File: src/rtl/core/omap_pkg.sv
// omap_pkg: shared constants, codes and types for the box avoidance push block.
// No dependencies; every other file of the block refers to it by scoped names.
package omap_pkg;

   localparam int AXIS_WIDTH      = 16;
   localparam int AXIS_FRAC       = 14;
   localparam int NORM_WIDTH      = AXIS_WIDTH + 1;
   localparam int MARGIN_WIDTH    = 19;
   localparam int STRENGTH_WIDTH  = 16;
   localparam int STRENGTH_FRAC   = 15;
   localparam int QUOT_WIDTH      = 20;
   localparam int NUM_WIDTH       = 2 * MARGIN_WIDTH + 1;
   localparam int CSR_INDEX_WIDTH = 3;

   localparam logic [STRENGTH_WIDTH-1:0] STRENGTH_ONE = 16'h8000;

   localparam logic [47:0] AXIS_ONE_RESET   = 48'h0000_0000_4000;
   localparam logic [47:0] AXIS_TWO_RESET   = 48'h0000_4000_0000;
   localparam logic [47:0] AXIS_THREE_RESET = 48'h4000_0000_0000;

   localparam logic [CSR_INDEX_WIDTH-1:0] REG_BOX_CENTER    = 3'd0;
   localparam logic [CSR_INDEX_WIDTH-1:0] REG_AXIS_ONE      = 3'd1;
   localparam logic [CSR_INDEX_WIDTH-1:0] REG_AXIS_TWO      = 3'd2;
   localparam logic [CSR_INDEX_WIDTH-1:0] REG_AXIS_THREE    = 3'd3;
   localparam logic [CSR_INDEX_WIDTH-1:0] REG_HALF_EXTENTS  = 3'd4;
   localparam logic [CSR_INDEX_WIDTH-1:0] REG_PUSH_MARGIN   = 3'd5;
   localparam logic [CSR_INDEX_WIDTH-1:0] REG_PUSH_STRENGTH = 3'd6;
   localparam logic [CSR_INDEX_WIDTH-1:0] REG_BOX_ENABLE    = 3'd7;

   typedef logic [1:0] action_type;
   localparam action_type ACTION_NONE    = 2'd0;
   localparam action_type ACTION_PUSH    = 2'd1;
   localparam action_type ACTION_PROJECT = 2'd2;

   typedef struct packed {
      logic full;
      logic empty;
   } queue_status_type;

endpackage

File: src/rtl/core/omap_queue.sv
// omap_queue: small register queue between the front and back halves.
// Depends on omap_pkg for the status struct.
module omap_queue #(
   parameter int WIDTH = 8,
   parameter int DEPTH = 4
) (
   input  logic                       clock,
   input  logic                       reset,
   input  logic                       push,
   input  logic [WIDTH-1:0]           push_data,
   input  logic                       pop,
   output logic [WIDTH-1:0]           pop_data,
   output omap_pkg::queue_status_type status
);

   localparam int PTR_W = (DEPTH > 1) ? $clog2(DEPTH) : 1;
   localparam int CNT_W = $clog2(DEPTH + 1);

   logic [WIDTH-1:0] slots_ff [DEPTH];
   logic [PTR_W-1:0] wr_ptr_ff, wr_ptr_in;
   logic [PTR_W-1:0] rd_ptr_ff, rd_ptr_in;
   logic [CNT_W-1:0] count_ff, count_in;

   assign status.full  = (count_ff == CNT_W'(DEPTH));
   assign status.empty = (count_ff == '0);
   assign pop_data     = slots_ff[rd_ptr_ff];

   always_comb begin
      wr_ptr_in = wr_ptr_ff;
      rd_ptr_in = rd_ptr_ff;
      count_in  = count_ff;
      if (push) begin
         wr_ptr_in = (wr_ptr_ff == PTR_W'(DEPTH - 1)) ? '0 : wr_ptr_ff + 1'b1;
      end
      if (pop) begin
         rd_ptr_in = (rd_ptr_ff == PTR_W'(DEPTH - 1)) ? '0 : rd_ptr_ff + 1'b1;
      end
      if (push && !pop) begin
         count_in = count_ff + 1'b1;
      end else if (pop && !push) begin
         count_in = count_ff - 1'b1;
      end
   end

   always_ff @(posedge clock) begin
      if (reset) begin
         wr_ptr_ff <= '0;
         rd_ptr_ff <= '0;
         count_ff  <= '0;
      end else begin
         wr_ptr_ff <= wr_ptr_in;
         rd_ptr_ff <= rd_ptr_in;
         count_ff  <= count_in;
      end
   end

   always_ff @(posedge clock) begin
      if (push) begin
         slots_ff[wr_ptr_ff] <= push_data;
      end
   end

   a_no_overflow: assert property (@(posedge clock) disable iff (reset)
      push |-> (count_ff != CNT_W'(DEPTH)))
      else $error("queue push while full");
   a_no_underflow: assert property (@(posedge clock) disable iff (reset)
      pop |-> (count_ff != '0))
      else $error("queue pop while empty");
   a_count_bound: assert property (@(posedge clock) disable iff (reset)
      count_ff <= CNT_W'(DEPTH))
      else $error("queue count out of range");
   a_count_step: assert property (@(posedge clock) disable iff (reset)
      (push && !pop) |=> (count_ff == $past(count_ff) + 1'b1))
      else $error("queue count did not follow push");

endmodule

File: config.mk
export PLATFORM = sky130hd
export DESIGN_NAME = omap_queue
export DESIGN_NICKNAME = d
export VERILOG_FILES = /design/src/rtl/core/omap_pkg.sv /design/src/rtl/core/omap_queue.sv
export SDC_FILE = /design/constraint.sdc
export NUM_CORES = 1
export LEC_CHECK = 0
export BUFFER_PORTS_ARGS = -buffer_cell sky130_fd_sc_hd__buf_2
export CAP_MARGIN = 20
export CORE_ASPECT_RATIO = 0.7
export CORE_MARGIN = 2
export CORE_UTILIZATION = 27
export CTS_BUF_LIST = sky130_fd_sc_hd__clkbuf_8 sky130_fd_sc_hd__clkbuf_16
export CTS_CLUSTER_SIZE = 40
export DETAILED_ROUTE_END_ITERATION = 6
export PLACE_DENSITY_LB_ADDON = 0.08
export SETUP_SLACK_MARGIN = 0.4
export SLEW_MARGIN = 20
export SYNTH_ARGS = -nofsm -noshare
export SYNTH_HDL_FRONTEND = slang
export SYNTH_SLANG_ARGS = --single-unit
File: constraint.sdc
create_clock -name clock -period 3.2 [get_ports clock]
set_input_delay 0.32 -clock clock [delete_from_list [all_inputs] [get_ports clock]]
set_output_delay 0.32 -clock clock [all_outputs]
set_load 0.03 [all_outputs]
Yosys cells after proc, flatten, opt, wreduce, memory -nomap -nowiden
Memories as Yosys holds them, arrays and structs flattened. A register that Yosys moved wholly into a read port is not among the register bits.
Cells that the tools add are included.

storage, ports and cells
  flip-flop bits (word level) = 7
  bits of input ports = 12
  memories = 1
  memory bits (writable) = 32
  output and inout port bits = 10

cells by class
  mux-type cells = 8
  add/sub/neg operators = 4
  equal/unequal tests = 3
  reductions and logical operators = 6

memory list
  name      depth  width  rd ports  clocked after Yosys merged registers in  wr ports  line              text
  slots_ff  4      8      1         1                                        1         omap_queue.sv:19  logic [WIDTH-1:0] slots_ff [DEPTH];

operators by type and width
  operator                                                             count
  2-bit 2-to-1 mux                                                     4
  3-bit 2-to-1 mux                                                     2
  2-bit by 1-bit adder with 2-bit output (second input constant)       2
  2-bit == test (second input constant)                                2
  3-bit by 1-bit adder with 3-bit output (second input constant)       1
  3-bit == test (second input constant)                                1
  3-bit logical NOT                                                    1
  3-bit by 1-bit subtractor with 3-bit output (second input constant)  1
  1-bit logical AND                                                    2
  1-bit logical NOT                                                    2
  1-bit 2-to-1 mux                                                     2
  2-bit nonzero test                                                   1

Depth between registers and ports, before layout
Gate-level depths: netlist of run 1.

  depth in word-level cells = 4
  gate-level depth with buffers = 7

Worst setup path before layout of run 1
Ideal clock, no wire load.

  kind = input port to flip-flop
  from = input port pop
  to = register count_ff[2]
  library setup time = 0.070 ns
  path buffers = 0
  arrival = 1.512 ns
  stages on the path = 7
  setup slack = 1.618 ns
  path through = inv_1 > ha_1 > inv_1 > fa_1 > xor2_1 > or3_1 > a21oi_1

between the ends
  cells in the longest elaborated chain, start to end = 3
  elaborated cells on any way between the ends = 5

RTL lines
  item                                                           line              text
  from (decl)                                                    omap_queue.sv:11  input logic pop,
  1-bit logical NOT                                              omap_queue.sv:38  if (push && !pop) begin
  1-bit logical AND                                              omap_queue.sv:38
  3-bit 2-to-1 mux / 2-bit nonzero test (equally long branches)  --
  to (signal assigned)                                           omap_queue.sv:53  count_ff <= count_in;
  to (decl)                                                      omap_queue.sv:22  logic [CNT_W-1:0] count_ff, count_in;

Several ways; a longest one is shown, not always the timed one.
A chain may end at the register's enable or synchronous reset.

==> qor.yml, run 1 <==
status: "finished clean"
synthesis.area_um2: 1600
routedWlPerCell_um: 14.7
place.port_buffers: 21
drive_gt1_share_pct: 31.0
skew_ns: 0.00313
routed_wl_mm: 2.77
gr-total-overflow: 0
switching_share_pct: 24.7
drc_errors: 0
drtPass1Iterations: 4
cp.arrival_ns: 1.75
cap_violations: 0
fp.dieW_um: 95.9
path_clk_slew_ns: 0.07
cts_tree: "yes"
power.leakage_nw: 0.687
max_freq_mhz: 483
synthTopCellsByCount: "edfxtp_1 (32), dfxtp_1 (9), mux4_2 (8)"
vias: 776
netSwitchingPower_w: 0.000273
dpl.cell_count: 180
period_minus_slack_ns: 2.07
grt_use_total_pct: 9.76
initial_core_util_pct: 27.9
min-delay-path-class: "primary input to flop"
cts_hold_buf: 0
netlist.area_leader.share_pct: 60.1
drtIter0Drc: 21
clock_latency_ns: 0.28
clkPwrFrac_pct: 29.9
seqPwrFrac_pct: 56.8
htree_levels: 2
die-area_um2: 6560
core_area_um2: 5730
synth_nets: 105
synthCells: 86
nets: 131
synthArstFlopShare_pct: 0
tightest_slew_ns: 0.584
row_count: 23
synth.distinct_cells: 17
synth_most_common_cell: "edfxtp_1"
via_per_inst: 4.13
yosysSeqAreaShare_pct: 71.4
synth-seq-cells: 41
reg2regPathDepth: 4
clock_path_buffers: 2
antenna_found_initial: 0
synthFlopType: "edfxtp_1"
grt_pass1_wl_mm: 4.42
diodes: 0
synth.largest_area_cell: "edfxtp_1"
peakVddDrop_mv: 0.149
final_cells: 188
finalCritPeriodShare_pct: 64.7
ant_nets: 0
setup_tns_ns: 0
p_int_w: 0.000834
cts-root-buf: "clkbuf_8"
cp_slowest_stage_delay_ns: 0.69
path_class: "flop to primary output"
fill_cells: 566
maxSlewViolCount: 0
grt_pass1_vias: 837
ios: 22
holdPathStages: 1
slowest_stage: "dfxtp_1"
clock_sinks: 41
crit_chain: "mux4_2, buf_2"
pwr-share-comb_pct: 13.3
crit_path_end_kind: "primary output"
yosysWarningCount: 0
setup_viol: 0
cts_setup_buffers: 0
fin_util_pct: 32.7
totalPowerFinal_w: 0.00111
cp_data_required_time_ns: 2.88
rsz0062_at_grt: "no"
critPathMaxFanout: 8
place.gp.congestion: 0.737
dp_hpwl_mm: 1.88
synth.area.top_cells: "edfxtp_1 (60%), dfxtp_1 (11%), mux4_2 (11%)"
postSynthAreaPerCell_um2: 18.6
die_y_um: 68.4
finalHoldViolCount: 0
synth_enable_flop_cells: 32
syn_to_final_growth_pct: 17.1
power_density_nw_per_um2: 592
grt_start_max_net_pins: 13
slew_headroom_pct: 61.0
cts_resized: 0
crit_path_start_kind: "flop"
cts_buffers: 5
==> routing by layer <==
layer  part of all wire (%)  track usage [%]  routed length [um]
met1                     49             12.9                1360
met2                     46             14.6                1270
met3                    4.4             3.74                 121
met4                   0.69             3.75                  19
met5                      0                0                   0
==> layout by cell type, fill, tap and decap left out <==
cell       n
a21oi_1    2
and2_1     4
buf_2     21
clkbuf_8   6
dfxtp_1    9
edfxtp_1  32
fa_1       1
ha_1       6
inv_1      6
mux2i_1    4
mux4_2     8
nor2_1     7
nor3_1     1
nor3b_1    2
o21ai_0    1
or3_1      1
xor2_1     2
==> power by group through the flow <==
stage               Combinational [W]  Sequential (W)  Clock, W
finish                       0.000147        0.000629  0.000331
CTS                          0.000151        0.000629  0.000348
global route                 0.000163        0.000634  0.000373
floorplan                    0.000114        0.000629         0
global placement             0.000147        0.000641         0
detailed placement           0.000150        0.000641         0
==> cell type report <==
cell class / instances / area [um2] / area share [%]
repair buffers: 21 / 105 / 5.62
inverters: 4 / 15.0 / 0.803
flip-flops and latches: 41 / 1140 / 61.0
clock buffers: 6 / 82.6 / 4.41
clock inverters: 2 / 7.51 / 0.401
well taps: 75 / 93.8 / 5.02
multi-input cells: 39 / 425 / 22.7
==> through the flow <==
step / instance area [um2] / hold WS, ns / setup WS [ns]
4_1_cts: 1870 / 0.241 / 1.06
3_5_place_dp: 1780 / 0.497 / 1.38
3_3_place_gp: 1780 / 0.482 / 1.39
6_report: 1870 / 0.251 / 1.13
5_1_grt: 1870 / 0.237 / 0.980
2_1_floorplan: 1600 / 0.389 / 1.62
==> kinds of logic (layout without fill, tap and decap cells) <==
| group | Yosys count | after routing | synth area share (%) |
|---|---|---|---|
| adders and majority gates | 7 | 7 | 5.95 |
| and+or+nand+nor | 15 | 15 | 4.85 |
| DFF | 41 | 41 | 71.4 |
| AOI/OAI and AO/OA | 3 | 3 | 0.939 |
| buffers and inverters | 6 | 33 | 1.96 |
| xor gates and xnor gates | 2 | 2 | 1.10 |
| muxes | 12 | 12 | 13.8 |
==> worst paths after layout <==
| path | start | end | slack (ns) |
|---|---|---|---|
| worst min-delay path | push_data[2] | slots_ff[3][2] | 0.25 |
| worst max register to register | count_ff[0] | count_ff[2] | 1.73 |
| worst max-delay path | flop | pop_data[3] | 1.13 |
| worst min register to register | count_ff[2] | count_ff[2] | 0.50 |
==> flip-flops by register name, summed over array words and instances (netlist names), named ones only <==
register / flops
slots_ff: 32
rd_ptr_ff: 2
count_ff: 3
wr_ptr_ff: 2
==> worst max-delay path: cells and delay by family (launching register included) <==
kind / cells / cell delay, ns
buffers and inverters: 1 / 0.19
DFF: 1 / 0.69
muxes: 1 / 0.58
(Power assumes the default switching activity.)
==> inputs of run 2 (changes only) <==
==> constraint.sdc (replaced) <==
create_clock -name clock -period 1.9 [get_ports clock]
set_input_delay 0.19 -clock clock [delete_from_list [all_inputs] [get_ports clock]]
set_output_delay 0.19 -clock clock [all_outputs]
set_load 0.03 [all_outputs]
==> run 2 against run 1 <==
Non-clock buffer count grew 2. Clock skew grew 0.00065 ns. Total power grew 85%. Sequential share of layout area shrank 3.8 points.
==> qor.yml, run 2 (synthesis gave the netlist of run 1 again) <==
path_class: "flop to primary output"
multi_input_comb_area_um2: 458
grt_pass1_wl_mm: 4.13
peakVddDrop_mv: 0.332
place.gp.congestion: 0.711
max_freq_mhz: 606
largest_reg_flops: 32
htree_levels: 2
gr-total-overflow: 0
drtIter0Drc: 33
setup_tns_ns: 0
critPathMaxFanout: 8
tightest_slew_ns: 0.470
final_cell_mix: "edfxtp_1 (32), buf_2 (13), mux4_2 (8), buf_6 (8), nor2_1 (7)"
seqPwrFrac_pct: 51.3
syn_to_final_growth_pct: 25.7
status: "finished clean"
maxSlewViolCount: 0
die_y_um: 68.4
period_minus_slack_ns: 1.65
clock_latency_ns: 0.29
fill_cells: 560
grt_use_total_pct: 9.27
grt_pass1_vias: 791
nets: 133
cp.arrival_ns: 1.46
cp_data_required_time_ns: 1.71
switching_share_pct: 24.1
cts-root-buf: "clkbuf_8"
drc_errors: 0
drtPass1Iterations: 4
crit_family: "multiplexers"
finalCritPeriodShare_pct: 86.8
antenna_found_initial: 0
path_buf_inv: 2
crit_chain: "buf_12, mux4_2, buf_6"
core_area_um2: 5730
row_count: 23
power.leakage_nw: 0.718
power_density_nw_per_um2: 1020
drive_gt1_share_pct: 42.6
finalHoldViolCount: 0
setup_viol: 0
ios: 22
fp.dieW_um: 95.9
min-delay-path-class: "primary input to flop"
p_int_w: 0.00156
crit_path_start_kind: "flop"
via_per_inst: 4.28
clock_path_buffers: 2
post-place-ws_ns: 0.203
fin_ws_ns: 0.250
initial_core_util_pct: 27.9
top_register: "slots_ff"
final_cells: 190
die-area_um2: 6560
grt_start_max_net_pins: 14
routed_wl_mm: 2.73
rsz0062_at_grt: "yes"
final_common_cell: "edfxtp_1"
vias: 813
cts_tree: "yes"
holdWs_ns: 0.114
dpl.cell_count: 181
ant_nets: 0
netSwitchingPower_w: 0.000496
routedWlPerCell_um: 14.4
dp_hpwl_mm: 1.82
skew_ns: 0.00378
cts_hold_buf: 0
path_clk_slew_ns: 0.08
register_area_um2: 1150
cp_slowest_stage_delay_ns: 0.53
cap_violations: 0
cts_buffers: 5
totalPowerFinal_w: 0.00205
slew_headroom_pct: 68.7
clkPwrFrac_pct: 33.1
slowest_stage: "mux4_2"
reg_top3: "slots_ff: 32 flops, count_ff: 3 flops"
place.port_buffers: 21
clock_sinks: 41
pwr-share-comb_pct: 15.5
crit_path_end_kind: "primary output"
diodes: 0
## run 2: cell count changes in the layout (fill, tap and decap cells not counted), sizes merged
cell	change
buf	+2
bufinv	+1
clkbuf	-1
clkinv	+1
clkinvlp	+1
inv	-2
## run 2: through the flow
| step | utilization [%] | area [um2] |
|---|---|---|
| finish | 35.1 | 2010 |
| global route | 35.1 | 2010 |
| CTS | 34.3 | 1960 |
| detailed placement | 31.2 | 1790 |
| global placement | 31.2 | 1790 |
| floorplan | - | 1600 |
## run 2: path summary, 6_finish.rpt
check                                  start             end  slack, ns  cells past startpoint
worst min-delay path            push_data[1]  slots_ff[2][1]       0.11                      1
worst max-delay path                    flop     pop_data[6]       0.25                      3
worst min register to register   count_ff[0]     count_ff[0]       0.52                      2
worst max register to register   count_ff[1]     count_ff[2]       0.48                      4
## run 2: power by group through the flow
stage          Sequential, W  Combinational [W]  Clock [W]
2_1_floorplan        0.00106           0.000192          0
3_3_place_gp         0.00107           0.000258          0
3_5_place_dp         0.00107           0.000264          0
4_1_cts              0.00105           0.000300   0.000705
5_1_grt              0.00106           0.000349   0.000739
6_report             0.00105           0.000319   0.000680
## run 2: routing by layer
metal  global-route usage, %  vias to the layer above  wire length (um)
met5                       0                        -                 0
met4                    4.82                        0                43
met3                    3.30                        7               143
met2                    14.2                       19              1300
met1                    11.7                      406              1250
li1                        -                      381                 -
## run 2: worst register-to-register path: cells and delay by family (launching register included)
family	cells	cell delay [ns]
simple gates	1	0.36
fa+ha+maj	1	0.37
compound gates	1	0.12
flops	1	0.35
xor+xnor	1	0.16
## run 2: what timing repair did
| item | 4_1_cts | 5_1_grt |
|---|---|---|
| setup buffers | 0 | 1 |
| pin swaps | 0 | 3 |
| endpoints found under the setup margin | 8 | 17 |
| resized for setup | 21 | 11 |
## run 2: area by class of cell
class	count	share of cell area (%)
clock buffers	5	3.43
clock inverters	3	2.06
inverters	4	0.748
multi-input cells	39	22.8
flip-flops and latches	41	57.2
well taps	75	4.67
repair buffers	23	9.10
